--- config.mk ---
export PLATFORM = sky130hd
export DESIGN_NAME = vpma_queue
export DESIGN_NICKNAME = d
export VERILOG_FILES = /design/src/rtl/core/vpma_pkg.sv /design/src/rtl/core/vpma_queue.sv
export SDC_FILE = /design/constraint.sdc
export NUM_CORES = 1
export LEC_CHECK = 0
export ABC_CLOCK_PERIOD_IN_PS = 5600
export BUFFER_PORTS_ARGS = -buffer_cell sky130_fd_sc_hd__buf_4
export CELL_PAD_IN_SITES_DETAIL_PLACEMENT = 1
export CELL_PAD_IN_SITES_GLOBAL_PLACEMENT = 2
export CORE_UTILIZATION = 41
export CTS_CLUSTER_SIZE = 30
export DETAILED_ROUTE_END_ITERATION = 8
export GPL_ROUTABILITY_DRIVEN = 0
export PLACE_DENSITY_LB_ADDON = 0.12
export SETUP_SLACK_MARGIN = 0.05
export SLEW_MARGIN = 20
export SYNTH_ARGS = -nofsm -noshare
export SYNTH_HDL_FRONTEND = slang
export SYNTH_SLANG_ARGS = --single-unit
--- constraint.sdc ---
create_clock -name clk_i -period 5.6 [get_ports clk_i]
set_input_delay 0.84 -clock clk_i [delete_from_list [all_inputs] [get_ports clk_i]]
set_output_delay 0.84 -clock clk_i [all_outputs]
set_load 0.05 [all_outputs]
--- src/rtl/core/vpma_pkg.sv ---
// ----------------------------------------------------------------------------
// vpma_pkg
// Shared types, constants and helpers of the planar display memory core.
// ----------------------------------------------------------------------------
package vpma_pkg;

  // Words per plane; the window offset is folded into this range.
  localparam int unsigned PLANE_DEPTH = 65536;
  localparam int unsigned IdxW = $clog2(PLANE_DEPTH);
  // Offsets stay below 65536, so no conditional subtraction is needed to fold them.
  localparam int unsigned WrapSteps = 65535 / PLANE_DEPTH;

  // Entries of the queue between the decode front and the memory back.
  localparam int unsigned QueueDepth = 2;

  // Memory windows on the 20-bit host bus.
  localparam logic [19:0] WinBaseA0 = 20'ha_0000;
  localparam logic [19:0] WinBaseB0 = 20'hb_0000;
  localparam logic [19:0] WinBaseB8 = 20'hb_8000;
  localparam logic [19:0] WinSize128K = 20'h2_0000;
  localparam logic [19:0] WinSize64K = 20'h1_0000;
  localparam logic [19:0] WinSize32K = 20'h0_8000;

  localparam logic [7:0] ReadMissData = 8'hff;
  localparam logic [3:0] OddEvenPlanes = 4'h5;

  typedef enum logic [2:0] {
    CFG_PLANE_WRITE_ENABLE = 3'd0,
    CFG_MEMORY_MODE        = 3'd1,
    CFG_SET_RESET_PAIR     = 3'd2,
    CFG_COMPARE_PAIR       = 3'd3,
    CFG_ROTATE_AND_FUNC    = 3'd4,
    CFG_MAP_SELECTS        = 3'd5,
    CFG_GRAPHICS_MODE      = 3'd6,
    CFG_PIXEL_MASK         = 3'd7
  } cfg_idx_e;

  typedef enum logic [1:0] {
    OP_MISS_READ  = 2'd0,
    OP_MISS_WRITE = 2'd1,
    OP_READ       = 2'd2,
    OP_WRITE      = 2'd3
  } op_e;

  typedef struct packed {
    logic        opcode;
    logic [19:0] address;
    logic [7:0]  data;
  } in_item_t;

  typedef struct packed {
    logic [7:0] read_data;
    logic       window_hit;
  } out_item_t;

  typedef struct packed {
    logic [3:0] plane_write_enable;
    logic [1:0] memory_mode;
    logic [7:0] set_reset_pair;
    logic [7:0] compare_pair;
    logic [4:0] rotate_and_function;
    logic [3:0] map_selects;
    logic [4:0] graphics_mode;
    logic [7:0] pixel_mask;
  } cfg_t;

  typedef struct packed {
    op_e             op;
    logic [IdxW-1:0] idx;
    logic [1:0]      plane;
    logic [3:0]      pmask;
    logic [7:0]      data;
  } q_entry_t;

  // Folds a 16-bit plane offset into the plane depth.
  function automatic logic [IdxW-1:0] wrap_index(input logic [15:0] off);
    logic [16:0] v;
    v = {1'b0, off};
    for (int i = 0; i < WrapSteps; i++) begin
      if (v >= 17'(PLANE_DEPTH)) begin
        v = v - 17'(PLANE_DEPTH);
      end
    end
    return v[IdxW-1:0];
  endfunction

endpackage

--- src/rtl/core/vpma_queue.sv ---
// ----------------------------------------------------------------------------
// vpma_queue
// Small flop-based FIFO of decoded accesses between front and back.
// ----------------------------------------------------------------------------
module vpma_queue (
  input  logic               clk_i,
  input  logic               rst_ni,
  input  logic               push_i,
  input  vpma_pkg::q_entry_t entry_i,
  input  logic               pop_i,
  output vpma_pkg::q_entry_t entry_o,
  output logic               full_o,
  output logic               empty_o
);
  import vpma_pkg::*;

  localparam int unsigned PtrW = (QueueDepth > 1) ? $clog2(QueueDepth) : 1;
  localparam int unsigned CntW = $clog2(QueueDepth + 1);

  q_entry_t          slot_q [QueueDepth];
  logic [PtrW-1:0]   wr_ptr_q, wr_ptr_d;
  logic [PtrW-1:0]   rd_ptr_q, rd_ptr_d;
  logic [CntW-1:0]   count_q, count_d;
  logic              do_push;
  logic              do_pop;

  assign full_o = (count_q == CntW'(QueueDepth));
  assign empty_o = (count_q == '0);
  assign do_push = push_i && !full_o;
  assign do_pop = pop_i && !empty_o;
  assign entry_o = slot_q[rd_ptr_q];

  always_comb begin
    wr_ptr_d = wr_ptr_q;
    rd_ptr_d = rd_ptr_q;
    count_d = count_q;
    if (do_push) begin
      wr_ptr_d = (wr_ptr_q == PtrW'(QueueDepth - 1)) ? '0 : wr_ptr_q + 1'b1;
    end
    if (do_pop) begin
      rd_ptr_d = (rd_ptr_q == PtrW'(QueueDepth - 1)) ? '0 : rd_ptr_q + 1'b1;
    end
    if (do_push && !do_pop) begin
      count_d = count_q + 1'b1;
    end else if (do_pop && !do_push) begin
      count_d = count_q - 1'b1;
    end
  end

  always_ff @(posedge clk_i or negedge rst_ni) begin
    if (!rst_ni) begin
      wr_ptr_q <= '0;
      rd_ptr_q <= '0;
      count_q <= '0;
    end else begin
      wr_ptr_q <= wr_ptr_d;
      rd_ptr_q <= rd_ptr_d;
      count_q <= count_d;
    end
  end

  always_ff @(posedge clk_i) begin
    if (do_push) begin
      slot_q[wr_ptr_q] <= entry_i;
    end
  end

endmodule

==> impl_metrics.json, run 1 <==
{
  "final_util": 0.558,
  "fin_tns_setup_ps": 0,
  "synth-edff-count": 64,
  "worstPathCellList": "mux2_2, buf_4",
  "grt_max_degree": 34,
  "crit_required_ps": 4760,
  "p_int_w": 0.00126,
  "switching_share": 0.401,
  "hold_viol_final": 0,
  "rsz0062_at_grt": "no",
  "synth_nets": 156,
  "synth_seq_cells": 68,
  "cts_tree": "yes",
  "yosysWarnings": 0,
  "cts.path.max_buffers": 2,
  "avgRoutedWirePerCell_um": 15.9,
  "grt_pass1_vias": 1381,
  "critPathCaptureType": "output pin",
  "r2r_end": "slot_q[0][29]",
  "grt.overflow.total": 0,
  "htree_levels": 3,
  "power_frac_clock": 0.182,
  "n_antenna_cell": 0,
  "hp-class": "in2async",
  "crit_path_start_kind": "register",
  "cts_hold_buffers": 0,
  "synth_area_leader_cell": "edfxtp_1",
  "synth_cells": 119,
  "firstDrtPassIters": 4,
  "async_flop_share": 0.0588,
  "setup_viol_count_final": 0,
  "cts_setup_buffers": 0,
  "r2r_cells": 3,
  "slowest_stage": "dfrtp_2",
  "yosysMostFrequentCell": "edfxtp_1",
  "seqPwrFrac": 0.384,
  "fin_ws_ps": 2760,
  "core_area_um2": 6100,
  "slew_violations": 0,
  "rows": 28,
  "drcViolationCount": 0,
  "synth_area_um2": 2660,
  "fillerInstances": 569,
  "worst-setup-path-type": "reg2out",
  "die_h_um": 82.5,
  "cts_root_buf": "clkbuf_8",
  "worst_pin_slew_ps": 1030,
  "period_share": 0.507,
  "nNetsFinal": 232,
  "outcome": "complete, no violations",
  "antenna_found_initial": 0,
  "pwr-share-comb": 0.435,
  "synthTopCellsByCount": "edfxtp_1, mux2_4, dfrtp_1",
  "drt_first_iter_violations": 49,
  "vias": 1294,
  "drive_gt1_frac": 0.595,
  "cts_resized": 0,
  "syn_to_final_growth_pct": 27.9,
  "fin_worst_skew_ps": 7.38,
  "place_hpwl_um": 2900,
  "critPathMaxStageDelay_ps": 1050,
  "slew_headroom": 0.312,
  "critical_path_arrival_ps": 2000,
  "synth_top_area_share": 0.723,
  "grt_pass1_wl_um": 6550,
  "p_per_area_nw_per_um2": 617,
  "synth.distinct_cells": 15,
  "r2r_setup_slack_ps": 3710,
  "detail-route-antenna-nets": 0,
  "period_needed_ps": 2840,
  "synth-main-ff-cell": "edfxtp_1",
  "drt-total-wl_um": 4380,
  "die_area_um2": 6810,
  "yosysSeqAreaShare": 0.760,
  "clk_pin_slew_ps": 70,
  "numCtsBuffers": 9,
  "r2r-start": "count_q[0]",
  "max-vdd-ir-drop_uv": 337,
  "io_buffer_count": 69,
  "leakage_nw": 1.37,
  "initial_utilization": 0.436,
  "syn_area_per_cell_um2": 22.3,
  "fmax_mhz": 353,
  "viasPerCell": 4.71,
  "max_cap_viol_count": 0,
  "grtUsageTotal": 0.141,
  "synthTopCellsByArea": "edfxtp_1, mux2_4, dfrtp_1",
  "die_w_um": 82.5,
  "io_pins": 70,
  "clkLatencyLatePin_ps": 330,
  "path_max_fanout": 33,
  "clock-sinks": 68,
  "p_sw_w": 0.000841,
  "post-place-ws_ps": 3070
}
critical path, delay by kind of cell (launching register included):
kind | cells | cell delay, ps
flip-flops | 1 | 1050
multiplexers | 1 | 420
buffers and inverters | 1 | 190
placed cells by master (no fill, tap or decap):
master and count:
and3_2 1, buf_4 69, bufinv_16 1, clkbuf_8 9, clkinv_1 1, clkinv_2 2
clkinv_4 1, clkinvlp_4 2, dfrtp_1 3, dfrtp_2 1, edfxtp_1 64, ha_1 1
inv_1 2, mux2_2 3, mux2_4 29, nand2_1 1, nand2b_1 1, nor2_1 2
nor2_4 1, o21ai_1 1, xnor2_1 3, xor2_1 2
kinds of logic (layout without fill, tap and decap cells):
logic type,Yosys count,count (layout),share of synthesized area
compound gates,1,1,0.00188
simple gates,6,6,0.0104
xor+xnor,5,5,0.0165
mux,32,32,0.176
buf+inv,6,87,0.0296
fa+ha+maj,1,1,0.00471
flops,68,68,0.760
flip-flops by register name (all words and copies together) (netlist names):
| signal | cells |
|---|---|
| rd_ptr_q | 1 |
| slot_q | 64 |
| wr_ptr_q | 1 |
| count_q | 2 |
power by group through the flow:
stage,clock (W),sequential (W),combinational [W]
after CTS,0.000391,0.000811,0.000924
after floorplan,0,0.000740,0.000796
after global routing,0.000411,0.000823,0.000958
after detailed placement,0,0.000822,0.000923
after global placement,0,0.000807,0.000911
final,0.000382,0.000805,0.000912
routing by layer:
metal / share of wire / track usage
met5: 0 / 0
met4: 0.013 / 0.0621
met3: 0.059 / 0.0527
met2: 0.54 / 0.245
met1: 0.38 / 0.154
worst max-delay path by stage:
stage                     startpoint      endpoint  slack, ps  cells past startpoint
after floorplan               push_i  slot_q[0][0]       2900                      2
after global placement      rd_ptr_q   entry_o[14]       3110                      2
after detailed placement    rd_ptr_q   entry_o[10]       3070                      2
after CTS                   rd_ptr_q   entry_o[10]       2710                      2
after global routing        rd_ptr_q   entry_o[10]       2650                      2
final                       rd_ptr_q   entry_o[10]       2760                      2
through the flow:
step           power, W  area [um2]  instances  hold slack [ps]
2_1_floorplan   0.00154        2660        119              461
3_3_place_gp    0.00172        3210        259              507
3_5_place_dp    0.00174        3210        259              543
4_1_cts         0.00213        3400        275              280
5_1_grt         0.00219        3400        275              270
6_report        0.00210        3400        275              293
cell type report:
class | instances | area, um2 | area share
clock buffers | 9 | 124 | 0.0364
clock inverters | 7 | 67.6 | 0.0199
well taps | 75 | 93.8 | 0.0276
repair buffers | 69 | 518 | 0.152
flip-flops and latches | 68 | 2020 | 0.595
inverters | 2 | 7.51 | 0.00221
multi-input cells | 45 | 567 | 0.167
(Power assumes the default switching activity.)
==> inputs of run 2 (changes only) <==
--- a/config.mk
+++ b/config.mk
@@ -5,11 +5,11 @@
 export SDC_FILE = /design/constraint.sdc
 export NUM_CORES = 1
 export LEC_CHECK = 0
-export ABC_CLOCK_PERIOD_IN_PS = 5600
+export ABC_CLOCK_PERIOD_IN_PS = 2740
 export BUFFER_PORTS_ARGS = -buffer_cell sky130_fd_sc_hd__buf_4
 export CELL_PAD_IN_SITES_DETAIL_PLACEMENT = 1
 export CELL_PAD_IN_SITES_GLOBAL_PLACEMENT = 2
-export CORE_UTILIZATION = 41
+export CORE_UTILIZATION = 38
 export CTS_CLUSTER_SIZE = 30
 export DETAILED_ROUTE_END_ITERATION = 8
 export GPL_ROUTABILITY_DRIVEN = 0
==> constraint.sdc (replaced) <==
create_clock -name clk_i -period 2.74 [get_ports clk_i]
set_input_delay 0.411 -clock clk_i [delete_from_list [all_inputs] [get_ports clk_i]]
set_output_delay 0.411 -clock clk_i [all_outputs]
set_load 0.05 [all_outputs]
==> impl_metrics.json, run 2 (same netlist as run 1, synthesis figures left out) <==
{
  "outcome": "complete, no violations",
  "fin_tns_setup_ps": 0,
  "io_pins": 70,
  "numCtsBuffers": 9,
  "fin_worst_skew_ps": 7.32,
  "slew_headroom": 0.471,
  "drcViolationCount": 0,
  "cts.path.max_buffers": 2,
  "placed_cells": 282,
  "final_cells": 299,
  "detail-route-antenna-nets": 0,
  "fillerInstances": 645,
  "rows": 30,
  "drt_first_iter_violations": 82,
  "r2r_setup_slack_ps": 930,
  "worst-setup-path-type": "reg2out",
  "worst_pin_slew_ps": 793,
  "crit_required_ps": 2330,
  "die_h_um": 85.6,
  "die_w_um": 85.6,
  "grt_max_degree": 33,
  "io_buffer_count": 69,
  "core_area_um2": 6790,
  "drive_gt1_frac": 0.601,
  "setup_viol_count_final": 0,
  "layout_common_cells": "buf_4, edfxtp_1, mux2_4, clkbuf_8",
  "clock-sinks": 68,
  "initial_utilization": 0.391,
  "die_area_um2": 7340,
  "period_needed_ps": 2230,
  "slew_violations": 0,
  "place_hpwl_um": 3200,
  "reg_top3": "slot_q (64), count_q (2)",
  "drt-total-wl_um": 4640,
  "max_cap_viol_count": 0,
  "p_per_area_nw_per_um2": 1270,
  "post-place-ws_ps": 821,
  "firstDrtPassIters": 4,
  "final_util": 0.513,
  "antenna_found_initial": 0,
  "grt_pass1_vias": 1451,
  "fin_ws_ps": 510,
  "path_max_fanout": 17,
  "power_w": 0.00442,
  "critical_path_arrival_ps": 1820,
  "viasPerCell": 4.39,
  "rsz0062_at_grt": "no",
  "max-vdd-ir-drop_uv": 637,
  "fmax_mhz": 448,
  "syn_to_final_growth_pct": 31.2,
  "clk_pin_slew_ps": 80,
  "cts_tree": "yes",
  "avgRoutedWirePerCell_um": 15.5,
  "cts_root_buf": "clkbuf_8",
  "grt_pass1_wl_um": 7120,
  "n_antenna_cell": 0,
  "layout_commonest_cell": "buf_4",
  "htree_levels": 3,
  "largest_reg_flops": 64,
  "grtUsageTotal": 0.134,
  "crit_path_start_kind": "register",
  "grt.overflow.total": 0,
  "vias": 1313,
  "period_share": 0.814,
  "nNetsFinal": 235,
  "leakage_nw": 1.41,
  "hold_viol_final": 0,
  "critPathCaptureType": "output pin",
  "clkLatencyLatePin_ps": 330,
  "regMostFlops": "slot_q",
  "hp-class": "in2reg"
}
==> run 2: cell count changes in the layout (fill, tap and decap cells not counted) <==
cell / previous run / this run
clkinv_2: 2 / 3
bufinv_16: 1 / 2
buf_12: 0 / 1
clkinv_1: 1 / 0
clkinvlp_4: 2 / 1
dlygate4sd3_1: 0 / 1
buf_4: 69 / 70
==> run 2: final cells by class <==
class,count,area (um2),area share
multi-input cells,45,567,0.162
flip-flops and latches,68,2020,0.580
repair buffers,72,556,0.159
clock buffers,9,124,0.0355
inverters,2,7.51,0.00215
well taps,96,120,0.0344
clock inverters,7,91.3,0.0262
==> run 2: worst paths after layout <==
kind	to	start	depth (start not counted)
min in group asynchronous	count_q[1]	rst_ni	2
setup reg to reg	slot_q[0][9]	count_q[0]	4
max in group asynchronous	rd_ptr_q	rst_ni	2
setup / recovery	entry_o[19]	rd_ptr_q	3
hold reg to reg	count_q[1]	count_q[1]	1
hold / removal	slot_q[0][11]	entry_i[11]	1
==> run 2: timing repair <==
item	CTS	global route
hold buffers	1	0
hold endpoints to repair	4	0
gates resized for setup	0	0
buffers inserted	0	0
==> run 2: stage by stage <==
stage	cell area, um2	hold WS [ps]
6_report	3490	260
5_1_grt	3490	239
4_1_cts	3490	240
3_5_place_dp	3260	213
3_3_place_gp	3260	210
2_1_floorplan	2660	115
==> run 2: power by group <==
| part | switching (W) | internal, W |
|---|---|---|
| combinational | 0.00122 | 0.000746 |
| clock | 0.000368 | 0.000509 |
| sequential | 0.000148 | 0.00143 |
| total | 0.00174 | 0.00268 |
==> run 2: metal layers <==
metal | track usage | share of wire | vias to the layer above
met5 | 0 | 0 | -
met4 | 0.0727 | 0.017 | 0
met3 | 0.0443 | 0.064 | 10
met2 | 0.231 | 0.53 | 46
met1 | 0.146 | 0.39 | 641
li1 | - | - | 616
==> run 2: worst max-delay path, stage by stage (launching register included) <==
cell,delay (ps)
dfrtp_2,720
buf_12,260
mux2_4,320
buf_4,190
