## src/rtl/core/vpma_pkg.sv

```systemverilog
// ----------------------------------------------------------------------------
// vpma_pkg
// Shared types, constants and helpers of the planar display memory core.
// ----------------------------------------------------------------------------
package vpma_pkg;

  // Words per plane; the window offset is folded into this range.
  localparam int unsigned PLANE_DEPTH = 65536;
  localparam int unsigned IdxW = $clog2(PLANE_DEPTH);
  // Offsets stay below 65536, so no conditional subtraction is needed to fold them.
  localparam int unsigned WrapSteps = 65535 / PLANE_DEPTH;

  // Entries of the queue between the decode front and the memory back.
  localparam int unsigned QueueDepth = 2;

  // Memory windows on the 20-bit host bus.
  localparam logic [19:0] WinBaseA0 = 20'ha_0000;
  localparam logic [19:0] WinBaseB0 = 20'hb_0000;
  localparam logic [19:0] WinBaseB8 = 20'hb_8000;
  localparam logic [19:0] WinSize128K = 20'h2_0000;
  localparam logic [19:0] WinSize64K = 20'h1_0000;
  localparam logic [19:0] WinSize32K = 20'h0_8000;

  localparam logic [7:0] ReadMissData = 8'hff;
  localparam logic [3:0] OddEvenPlanes = 4'h5;

  typedef enum logic [2:0] {
    CFG_PLANE_WRITE_ENABLE = 3'd0,
    CFG_MEMORY_MODE        = 3'd1,
    CFG_SET_RESET_PAIR     = 3'd2,
    CFG_COMPARE_PAIR       = 3'd3,
    CFG_ROTATE_AND_FUNC    = 3'd4,
    CFG_MAP_SELECTS        = 3'd5,
    CFG_GRAPHICS_MODE      = 3'd6,
    CFG_PIXEL_MASK         = 3'd7
  } cfg_idx_e;

  typedef enum logic [1:0] {
    OP_MISS_READ  = 2'd0,
    OP_MISS_WRITE = 2'd1,
    OP_READ       = 2'd2,
    OP_WRITE      = 2'd3
  } op_e;

  typedef struct packed {
    logic        opcode;
    logic [19:0] address;
    logic [7:0]  data;
  } in_item_t;

  typedef struct packed {
    logic [7:0] read_data;
    logic       window_hit;
  } out_item_t;

  typedef struct packed {
    logic [3:0] plane_write_enable;
    logic [1:0] memory_mode;
    logic [7:0] set_reset_pair;
    logic [7:0] compare_pair;
    logic [4:0] rotate_and_function;
    logic [3:0] map_selects;
    logic [4:0] graphics_mode;
    logic [7:0] pixel_mask;
  } cfg_t;

  typedef struct packed {
    op_e             op;
    logic [IdxW-1:0] idx;
    logic [1:0]      plane;
    logic [3:0]      pmask;
    logic [7:0]      data;
  } q_entry_t;

  // Folds a 16-bit plane offset into the plane depth.
  function automatic logic [IdxW-1:0] wrap_index(input logic [15:0] off);
    logic [16:0] v;
    v = {1'b0, off};
    for (int i = 0; i < WrapSteps; i++) begin
      if (v >= 17'(PLANE_DEPTH)) begin
        v = v - 17'(PLANE_DEPTH);
      end
    end
    return v[IdxW-1:0];
  endfunction

endpackage

```

## src/rtl/core/vpma_front.sv

```systemverilog
// ----------------------------------------------------------------------------
// vpma_front
// Accepts host accesses, decodes the window and the plane addressing.
// ----------------------------------------------------------------------------
module vpma_front (
  input  logic               in_valid_i,
  output logic               in_ready_o,
  input  vpma_pkg::in_item_t in_item_i,
  input  vpma_pkg::cfg_t     cfg_i,
  input  logic               q_full_i,
  input  logic               clear_busy_i,
  output logic               push_o,
  output vpma_pkg::q_entry_t entry_o
);
  import vpma_pkg::*;

  logic [19:0] base;
  logic [19:0] size;
  logic [19:0] diff;
  logic        hit;
  logic [15:0] off;
  logic [15:0] plane_off;
  logic [1:0]  plane;
  logic [3:0]  pmask;
  logic        chain4;
  logic        oddeven;

  always_comb begin
    case (cfg_i.map_selects[1:0])
      2'd1: begin
        base = WinBaseA0;
        size = WinSize64K;
      end
      2'd2: begin
        base = WinBaseB0;
        size = WinSize32K;
      end
      2'd3: begin
        base = WinBaseB8;
        size = WinSize32K;
      end
      default: begin
        base = WinBaseA0;
        size = WinSize128K;
      end
    endcase
  end

  assign diff = in_item_i.address - base;
  assign hit = (in_item_i.address >= base) && (diff < size);
  // The upper half of the 128K window aliases the lower half.
  assign off = diff[15:0];

  assign chain4 = cfg_i.memory_mode[1];
  assign oddeven = !cfg_i.memory_mode[0] && cfg_i.graphics_mode[4];

  always_comb begin
    if (chain4) begin
      plane = off[1:0];
      pmask = cfg_i.plane_write_enable & (4'h1 << off[1:0]);
      plane_off = {2'b00, off[15:2]};
    end else if (oddeven) begin
      plane = {cfg_i.map_selects[3], off[0]};
      pmask = cfg_i.plane_write_enable & (OddEvenPlanes << off[0]);
      plane_off = {1'b0, off[15:1]};
    end else begin
      plane = cfg_i.map_selects[3:2];
      pmask = cfg_i.plane_write_enable;
      plane_off = off;
    end
  end

  always_comb begin
    if (!hit) begin
      entry_o.op = in_item_i.opcode ? OP_MISS_WRITE : OP_MISS_READ;
    end else begin
      entry_o.op = in_item_i.opcode ? OP_WRITE : OP_READ;
    end
    entry_o.idx = wrap_index(plane_off);
    entry_o.plane = plane;
    entry_o.pmask = pmask;
    entry_o.data = in_item_i.data;
  end

  assign in_ready_o = !clear_busy_i && !q_full_i;
  assign push_o = in_valid_i && in_ready_o;

endmodule

```

## config.mk

```make
export PLATFORM = sky130hd
export DESIGN_NAME = vpma_front
export DESIGN_NICKNAME = d
export VERILOG_FILES = /design/src/rtl/core/vpma_pkg.sv /design/src/rtl/core/vpma_front.sv
export SDC_FILE = /design/constraint.sdc
export NUM_CORES = 1
export LEC_CHECK = 0
export BUFFER_PORTS_ARGS = -buffer_cell sky130_fd_sc_hd__buf_2
export CAP_MARGIN = 0
export CORE_ASPECT_RATIO = 1.4
export CORE_MARGIN = 2
export CORE_UTILIZATION = 30
export DETAILED_ROUTE_END_ITERATION = 16
export PLACE_DENSITY = 0.94
export SYNTH_ARGS = -nofsm -noshare
export SYNTH_HDL_FRONTEND = slang
export SYNTH_SLANG_ARGS = --single-unit
```

## constraint.sdc

```tcl
create_clock -name vclk -period 4.1
set_clock_uncertainty 0.05 [all_clocks]
set_input_delay 0.82 -clock vclk [all_inputs]
set_output_delay 0.82 -clock vclk [all_outputs]
set_load 0.005 [all_outputs]
```

==> impl_metrics.tcl, run 1 <==
set metrics [dict create \
    netlist_area_um2 694 \
    grt_first_pass_wirelength_um 2460 \
    post-cts-setup-buffer-count 0 \
    die_wd_um 44.7 \
    drt_pass1_iterations 4 \
    globalRoute.totalOverflow 0 \
    relSlewSlack_pct 41.6 \
    routed_wl_met2_um 804 \
    run_status "finished clean" \
    max_slew.worst_pin.slew_ns 0.876 \
    routed-wl-met3_um 190 \
    regArea_um2 0 \
    end_kind "primary output" \
    setup_viol 0 \
    placement_row_count 20 \
    wire_length_on_met1_um 697 \
    detail_route.vias_per_cell 4.90 \
    power-per-cell-area_mw_per_mm2 108 \
    clkbuf_count 0 \
    floorplan.die.height_um 60.9 \
    ratio_of_cells_with_drive_above_1_in_the_final_layout_pct 43.8 \
    synth.avg_cell_area_um2 6.88 \
    rsz0062_at_grt "false" \
    count_of_warnings_emitted_by_yosys 0 \
    worst_ir_drop_vdd_mv 0.0362 \
    post_synth_num_cell_types 30 \
    place_hpwl_um 1450 \
    drtIter0Drc 4 \
    area.growth.synth_to_final_pct 29.5 \
    critical_path_class "input pin to primary output" \
    post_drt_wl_per_cell_um 10.2 \
    min_path_type "input pin to primary output" \
    synth_seq_area_share_pct 0 \
    synth_nets 182 \
    synthesis.instances 101 \
    grt_antenna_before_repair 0 \
    ant_nets 0 \
    final_min_period_over_clock_period_pct 88.1 \
    cts.hold.buffers_added 0 \
    post-route-min-period_ns 3.61 \
    largest_area_contributor_in_the_synthesized_netlist "sky130_fd_sc_hd__mux2i_1" \
    hold_path.startpoint "in_item_i[1]" \
    flops_and_latches 0 \
    top_signal_layer_used "met4" \
    cp_data_required_time_ns 3.23 \
    largest_net_degree_at_the_start_of_global_routing 34 \
    gr-usage-all-layers_pct 11.2 \
    crit_path_start "cfg_i[14]" \
    insertedDiodeCount 0 \
    cts_resized 0 \
    power.leakage_uw 0.000540 \
    residual_drc 0 \
    final_net_count 227 \
    area_inside_the_core_boundary_mm2 0.00218 \
    fmax_mhz 277 \
    first_global_vias 611 \
    finalInstanceArea_um2 900 \
    critical_path_peak_fanout 4 \
    gpl_wtd_cong 0.704 \
    number_of_hold_slack_violations_in_the_final_timing_report 0 \
    fp.dieArea_mm2 0.00272 \
    drt_wl_total_um 1700 \
    drv_cap 0 \
    dr_total_vias 814 \
    number_of_buffers_added_on_ports 59 \
    critical_path.startpoint_type "input pin" \
    detailed_place.area_um2 900 \
    final-max-slew-violation-count 0 \
    final_design_utilization_pct 41.3 \
    initial_utilization_pct 31.9 \
    top_level_ports 110 \
    yosysTopAreaCellShare_pct 21.6 \
    synth_area_leaders "sky130_fd_sc_hd__mux2i_1, sky130_fd_sc_hd__buf_4, sky130_fd_sc_hd__nand2_1" \
    tns_ns 0 \
    worstPathArrival_ns 2.74 \
]
per-layer routing:
| layer | global-route usage, % | up-vias |
|---|---|---|
| met4 | 0.866 | 0 |
| li1 | - | 424 |
| met1 | 14.9 | 344 |
| met3 | 0.595 | 2 |
| met2 | 20.5 | 44 |
| met5 | 0 | - |
worst max-delay path: stages:
cell and delay, ns:
sky130_fd_sc_hd__buf_2 0.10, sky130_fd_sc_hd__and2_1 0.12, sky130_fd_sc_hd__ha_1 0.17, sky130_fd_sc_hd__inv_1 0.06, sky130_fd_sc_hd__fa_1 0.40, sky130_fd_sc_hd__xor2_1 0.18, sky130_fd_sc_hd__ha_1 0.20, sky130_fd_sc_hd__or3b_1 0.38
sky130_fd_sc_hd__a221oi_2 0.17, sky130_fd_sc_hd__buf_2 0.14
cell families after synthesis:
| group | share of synthesized area, % |
|---|---|
| adder cells (fa/ha/maj) | 10.1 |
| multiplexers | 24.9 |
| XOR/XNOR | 1.26 |
| AND/OR/NAND/NOR | 24.3 |
| AO/OA/AOI/OAI | 20.9 |
| buffers and inverters | 18.6 |
cells in the final DEF (no fill, tap or decap):
cell type / instances
sky130_fd_sc_hd__a21oi_1: 3
sky130_fd_sc_hd__mux2i_1: 15
sky130_fd_sc_hd__nand3_1: 1
sky130_fd_sc_hd__nor2b_1: 4
sky130_fd_sc_hd__nand2_1: 17
sky130_fd_sc_hd__buf_2: 59
sky130_fd_sc_hd__nand3b_1: 1
sky130_fd_sc_hd__nor3b_1: 1
sky130_fd_sc_hd__o21ai_0: 7
sky130_fd_sc_hd__fa_1: 1
sky130_fd_sc_hd__mux2_2: 2
sky130_fd_sc_hd__a21boi_0: 2
sky130_fd_sc_hd__nor2_1: 4
sky130_fd_sc_hd__or2_2: 1
sky130_fd_sc_hd__ha_1: 4
sky130_fd_sc_hd__or3b_1: 1
sky130_fd_sc_hd__o21bai_1: 1
sky130_fd_sc_hd__a221oi_2: 1
sky130_fd_sc_hd__nor3_1: 1
sky130_fd_sc_hd__and2_1: 2
sky130_fd_sc_hd__inv_1: 3
sky130_fd_sc_hd__xor2_1: 1
sky130_fd_sc_hd__o21a_1: 2
sky130_fd_sc_hd__nand2b_1: 2
sky130_fd_sc_hd__a21o_1: 1
sky130_fd_sc_hd__o21ai_1: 7
cells in the mapped netlist:
cell type / instances
sky130_fd_sc_hd__a21boi_0: 2
sky130_fd_sc_hd__a21o_1: 1
sky130_fd_sc_hd__a21oi_1: 3
sky130_fd_sc_hd__a221oi_2: 1
sky130_fd_sc_hd__and2_1: 2
sky130_fd_sc_hd__buf_2: 1
sky130_fd_sc_hd__buf_4: 10
sky130_fd_sc_hd__buf_6: 1
sky130_fd_sc_hd__buf_8: 1
sky130_fd_sc_hd__clkbuf_1: 3
sky130_fd_sc_hd__fa_1: 1
sky130_fd_sc_hd__ha_1: 4
sky130_fd_sc_hd__inv_1: 3
sky130_fd_sc_hd__mux2_2: 2
sky130_fd_sc_hd__mux2i_1: 15
sky130_fd_sc_hd__nand2_1: 17
sky130_fd_sc_hd__nand2b_1: 2
sky130_fd_sc_hd__nand3_1: 1
sky130_fd_sc_hd__nand3b_1: 1
sky130_fd_sc_hd__nor2_1: 4
sky130_fd_sc_hd__nor2b_1: 4
sky130_fd_sc_hd__nor3_1: 1
sky130_fd_sc_hd__nor3b_1: 1
sky130_fd_sc_hd__o21a_1: 2
sky130_fd_sc_hd__o21ai_0: 7
sky130_fd_sc_hd__o21ai_1: 7
sky130_fd_sc_hd__o21bai_1: 1
sky130_fd_sc_hd__or2_2: 1
sky130_fd_sc_hd__or3b_1: 1
sky130_fd_sc_hd__xor2_1: 1
final cells by class:
| cell class | instances | area (um2) |
|---|---|---|
| fill | 227 | 1280 |
| multi-input combinational | 82 | 566 |
| timing repair buffer | 59 | 295 |
| tap | 22 | 27.5 |
| inverter | 3 | 11.3 |
stage by stage:
step / cells / setup slack [ns] / total power (uW) / hold WS (ns)
floorplan: 101 / 0.693 / 63.1 / 1.62
global placement: 166 / 0.505 / 95.2 / 1.59
detailed placement: 166 / 0.486 / 97.9 / 1.59
CTS: 166 / 0.477 / 98.5 / 1.59
global route: 166 / 0.328 / 110 / 1.59
finish: 166 / 0.488 / 96.8 / 1.59
where the power goes:
part | internal, uW | switching [uW] | total (uW)
combinational | 50.4 | 46.4 | 96.8
clock | 0 | 0 | 0
sequential | 0 | 0 | 0
total | 50.4 | 46.4 | 96.8
path summary, 6_finish.rpt:
path	endpoint	slack, ns	cells past startpoint
worst max-delay path	entry_o[31]	0.49	10
worst min-delay path	entry_o[1]	1.59	0
Note: power is estimated with default switching activity, not from simulation.
==> run 2, diff against run 1 <==
Settings changed: PLACE_DENSITY 0.94 to not set, PLACE_DENSITY_LB_ADDON set to 0.08, REMOVE_ABC_BUFFERS set to 1.
==> impl_metrics.tcl, run 2 (synthesis results as in run 1) <==
set metrics [dict create \
    min_path_cells 0 \
    mostFrequentLayoutCell "sky130_fd_sc_hd__buf_2" \
    drtIter0Drc 7 \
    relSlewSlack_pct 42.5 \
    cts_resized 0 \
    largest_net_degree_at_the_start_of_global_routing 34 \
    initial_utilization_pct 31.9 \
    post-cts-setup-buffer-count 0 \
    final_net_count 227 \
    cp_data_required_time_ns 3.23 \
    end_kind "primary output" \
    ant_nets 0 \
    worst_ir_drop_vdd_mv 0.0411 \
    rsz0062_at_grt "false" \
    grt_first_pass_wirelength_um 2840 \
    number_of_buffers_added_on_ports 59 \
    top_level_ports 110 \
    multi_input_area_um2 566 \
    first_global_vias 661 \
    area_inside_the_core_boundary_mm2 0.00218 \
    num-fill-cells 258 \
    drt_wl_total_um 1860 \
    drt_pass1_iterations 4 \
    regArea_um2 0 \
    gpl_wtd_cong 0.679 \
    floorplan.die.height_um 60.9 \
    power.leakage_uw 0.000540 \
    residual_drc 0 \
    fmax_mhz 276 \
    globalRoute.totalOverflow 0 \
    min_path_type "input pin to primary output" \
    post-route-min-period_ns 3.63 \
    critical_path_peak_fanout 4 \
    placement_row_count 20 \
    final_min_period_over_clock_period_pct 88.5 \
    worstPathArrival_ns 2.76 \
    setup_viol 0 \
    grt_antenna_before_repair 0 \
    flops_and_latches 0 \
    ratio_of_cells_with_drive_above_1_in_the_final_layout_pct 43.8 \
    final-max-slew-violation-count 0 \
    post_drt_wl_per_cell_um 11.2 \
    final_design_utilization_pct 41.3 \
    drv_cap 0 \
    dr_total_vias 806 \
    insertedDiodeCount 0 \
    max_slew.worst_pin.slew_ns 0.862 \
    clkbuf_count 0 \
    power-per-cell-area_mw_per_mm2 107 \
    critical_path.startpoint_type "input pin" \
    number_of_hold_slack_violations_in_the_final_timing_report 0 \
    gr-usage-all-layers_pct 13.0 \
    cts.hold.buffers_added 0 \
    area.growth.synth_to_final_pct 29.5 \
    layout_common_cells "sky130_fd_sc_hd__buf_2, sky130_fd_sc_hd__nand2_1, sky130_fd_sc_hd__mux2i_1, sky130_fd_sc_hd__o21ai_1, sky130_fd_sc_hd__o21ai_0" \
    place_hpwl_um 1610 \
    critical_path_class "input pin to primary output" \
    fp.dieArea_mm2 0.00272 \
    tns_ns 0 \
    die_wd_um 44.7 \
    run_status "finished clean" \
    detail_route.vias_per_cell 4.86 \
]
## run 2: path summary, 6_finish.rpt
| check | from | end | slack [ns] |
|---|---|---|---|
| worst max-delay path | cfg_i[14] | entry_o[31] | 0.47 |
| worst min-delay path | in_item_i[5] | entry_o[5] | 1.59 |
## run 2: stage by stage
step           instances  hold WS (ns)  cell area [um2]  total power, uW  setup slack, ns
2_1_floorplan         85          1.59              577             48.6            0.802
3_3_place_gp         166          1.59              900             96.4            0.486
3_5_place_dp         166          1.59              900             97.7            0.467
4_1_cts              166          1.59              900             98.1            0.455
5_1_grt              166          1.59              900              111            0.331
6_report             166          1.59              900             96.2            0.472
## run 2: critical path, stage by stage
cell	delay (ns)
sky130_fd_sc_hd__buf_2	0.10
sky130_fd_sc_hd__and2_1	0.12
sky130_fd_sc_hd__ha_1	0.18
sky130_fd_sc_hd__inv_1	0.06
sky130_fd_sc_hd__fa_1	0.40
sky130_fd_sc_hd__xor2_1	0.18
sky130_fd_sc_hd__ha_1	0.19
sky130_fd_sc_hd__or3b_1	0.39
sky130_fd_sc_hd__a221oi_2	0.17
sky130_fd_sc_hd__buf_2	0.14
## run 2: final cells by class
class,instances,share of cell area [%]
inverter,3,1.25
multi-input combinational,82,62.9
tap,22,3.06
timing repair buffer,59,32.8
## run 2: per-layer routing
metal  track usage (%)  part of all wire, %  vias up  routed length, um
li1                  -                    -      424                  -
met1              15.9                   36      340                672
met5                 0                    0        -                  0
met4              3.03                  2.6        0                 48
met2              23.4                   51       36                952
met3              2.08                   10        6                190
## run 2: power by group
part	switching [uW]	internal, uW
Combinational	46.0	50.1
Clock	0	0
Sequential	0	0
Total	46.0	50.1
==> run 3, diff against run 2 <==
Settings changed: ABC_AREA set to 1, CORE_UTILIZATION 30 to 32, MAX_ROUTING_LAYER set to met4.
==> impl_metrics.tcl, run 3 <==
set metrics [dict create \
    total_power_uw 108 \
    gr-usage-all-layers_pct 16.2 \
    num-fill-cells 283 \
    pre_cts_slack_ns 0.657 \
    end_kind "primary output" \
    critical_path_slowest_stage_cell "sky130_fd_sc_hd__fa_1" \
    crit_family "adder cells" \
    synth_adder_area_share_pct 8.83 \
    worstPathArrival_ns 2.54 \
    tns_ns 0 \
    power.leakage_uw 0.000633 \
    worst_path_largest_cell_delay_ns 0.42 \
    rsz0062_at_grt "false" \
    relSlewSlack_pct 81.0 \
    ant_nets 0 \
    clkbuf_count 0 \
    synth-compound-area-share_pct 30.0 \
    final_design_utilization_pct 43.1 \
    grt_first_pass_wirelength_um 3660 \
    mostFrequentLayoutCell "sky130_fd_sc_hd__buf_2" \
    critical_path_peak_fanout 4 \
    largest_area_contributor_in_the_synthesized_netlist "sky130_fd_sc_hd__nand2_1" \
    post-cts-setup-buffer-count 0 \
    residual_drc 0 \
    worst_path_buffer_plus_inverter_count 4 \
    max_slew.worst_pin.slew_ns 0.285 \
    synth_simple_gate_area_share_pct 31.2 \
    fmax_mhz 293 \
    synth_area_leaders "sky130_fd_sc_hd__nand2_1, sky130_fd_sc_hd__inv_1, sky130_fd_sc_hd__o211ai_1" \
    first_global_vias 919 \
    yosys.cell_count.top_type "sky130_fd_sc_hd__nand2_1" \
    cp_data_required_time_ns 3.23 \
    final-max-slew-violation-count 0 \
    layout_common_cells "sky130_fd_sc_hd__buf_2, sky130_fd_sc_hd__nand2_1, sky130_fd_sc_hd__inv_1, sky130_fd_sc_hd__o21ai_1, sky130_fd_sc_hd__o211ai_1" \
    globalRoute.totalOverflow 0 \
    synth_seq_area_share_pct 0 \
    layout_setup_ws_ns 0.687 \
    netlist_area_um2 793 \
    post_drt_wl_per_cell_um 10.4 \
    floorplan.die.height_um 62.9 \
    area.growth.synth_to_final_pct 28.5 \
    power-per-cell-area_mw_per_mm2 106 \
    insertedDiodeCount 0 \
    area_inside_the_core_boundary_mm2 0.00236 \
    cts_resized 0 \
    run_status "finished clean" \
    min_path_type "input pin to primary output" \
    yosysTopAreaCellShare_pct 16.6 \
    critical_path.startpoint_type "input pin" \
    dominant_combinational_cell_family_by_area_after_synthesis "simple AND/OR/NAND/NOR gates" \
    dr_total_vias 1074 \
    cts.hold.buffers_added 0 \
    initial_utilization_pct 33.5 \
    drt_wl_total_um 2300 \
    grt_antenna_before_repair 0 \
    flops_and_latches 0 \
    placement_row_count 21 \
    timing.critical_path.mode_cell "sky130_fd_sc_hd__nand2_1" \
    final_min_period_over_clock_period_pct 83.2 \
    final_net_count 281 \
    drt_pass1_iterations 4 \
    gpl_wtd_cong 0.782 \
    largest_net_degree_at_the_start_of_global_routing 32 \
    top_level_ports 110 \
    die_wd_um 46.1 \
    fp.dieArea_mm2 0.00290 \
    multi_input_area_um2 564 \
    post-route-min-period_ns 3.41 \
    synthesis.instances 153 \
    number_of_hold_slack_violations_in_the_final_timing_report 0 \
    detail_route.vias_per_cell 4.86 \
    drtIter0Drc 20 \
    number_of_buffers_added_on_ports 59 \
    count_of_warnings_emitted_by_yosys 0 \
    post_synth_num_cell_types 18 \
    synth.area.mux_share_pct 0 \
    synth_common_cells "sky130_fd_sc_hd__nand2_1, sky130_fd_sc_hd__inv_1, sky130_fd_sc_hd__o21ai_1, sky130_fd_sc_hd__o211ai_1" \
    detailed_place.area_mm2 0.00102 \
    regArea_um2 0 \
    place_hpwl_um 1960 \
    synth_xor_xnor_area_share_pct 1.10 \
    worstPathCellList "buf_2 -> nand2_1 -> inv_1 -> ha_1 -> inv_1 -> fa_1 -> ha_1 -> nand2_1 -> nand2_1 -> nand2_1 -> nand2_1 -> nor2_1 -> nand2_1 -> nor2_2 -> buf_2" \
    setup_viol 0 \
    ratio_of_cells_with_drive_above_1_in_the_final_layout_pct 32.3 \
    drv_cap 0 \
    critical_path_class "input pin to primary output" \
    synth.avg_cell_area_um2 5.18 \
    worst_ir_drop_vdd_mv 0.0348 \
    finalInstanceArea_mm2 0.00102 \
]
-- run 3: metrics by stage --
stage / std cells / hold slack (ns)
2_1_floorplan: 137 / 1.59
3_3_place_gp: 221 / 1.59
3_5_place_dp: 221 / 1.59
4_1_cts: 221 / 1.59
5_1_grt: 221 / 1.59
6_report: 221 / 1.59
-- run 3: worst paths after layout --
check	startpoint	end	slack, ns	cells past startpoint
min	in_item_i[3]	entry_o[3]	1.59	0
max	cfg_i[14]	entry_o[31]	0.69	15
-- run 3: report_power, final --
part	total (uW)	switching, uW	leakage [uW]	internal [uW]
Clock	0	0	0	0
Combinational	108	58.0	0.000633	50.1
Sequential	0	0	0	0
Total	108	58.0	0.000633	50.1
-- run 3: layout make-up --
class              instances  area share, %
well taps                 23           2.82
multi-input cells        106           55.3
repair buffers            61           30.4
inverters                 31           11.4
-- run 3: routing by layer --
metal	GRT usage, %	vias up	wire length, um
met5	-	-	0
met4	7.14	0	138
met3	1.73	10	206
met2	27.6	42	1010
met1	17.8	450	943
li1	-	572	-
-- run 3: logic make-up after synthesis --
logic type               count (synthesis)
AND/OR/NAND/NOR                         60
buffers and inverters                   47
AO/OA/AOI/OAI                           40
adder cells (fa/ha/maj)                  5
XOR/XNOR                                 1
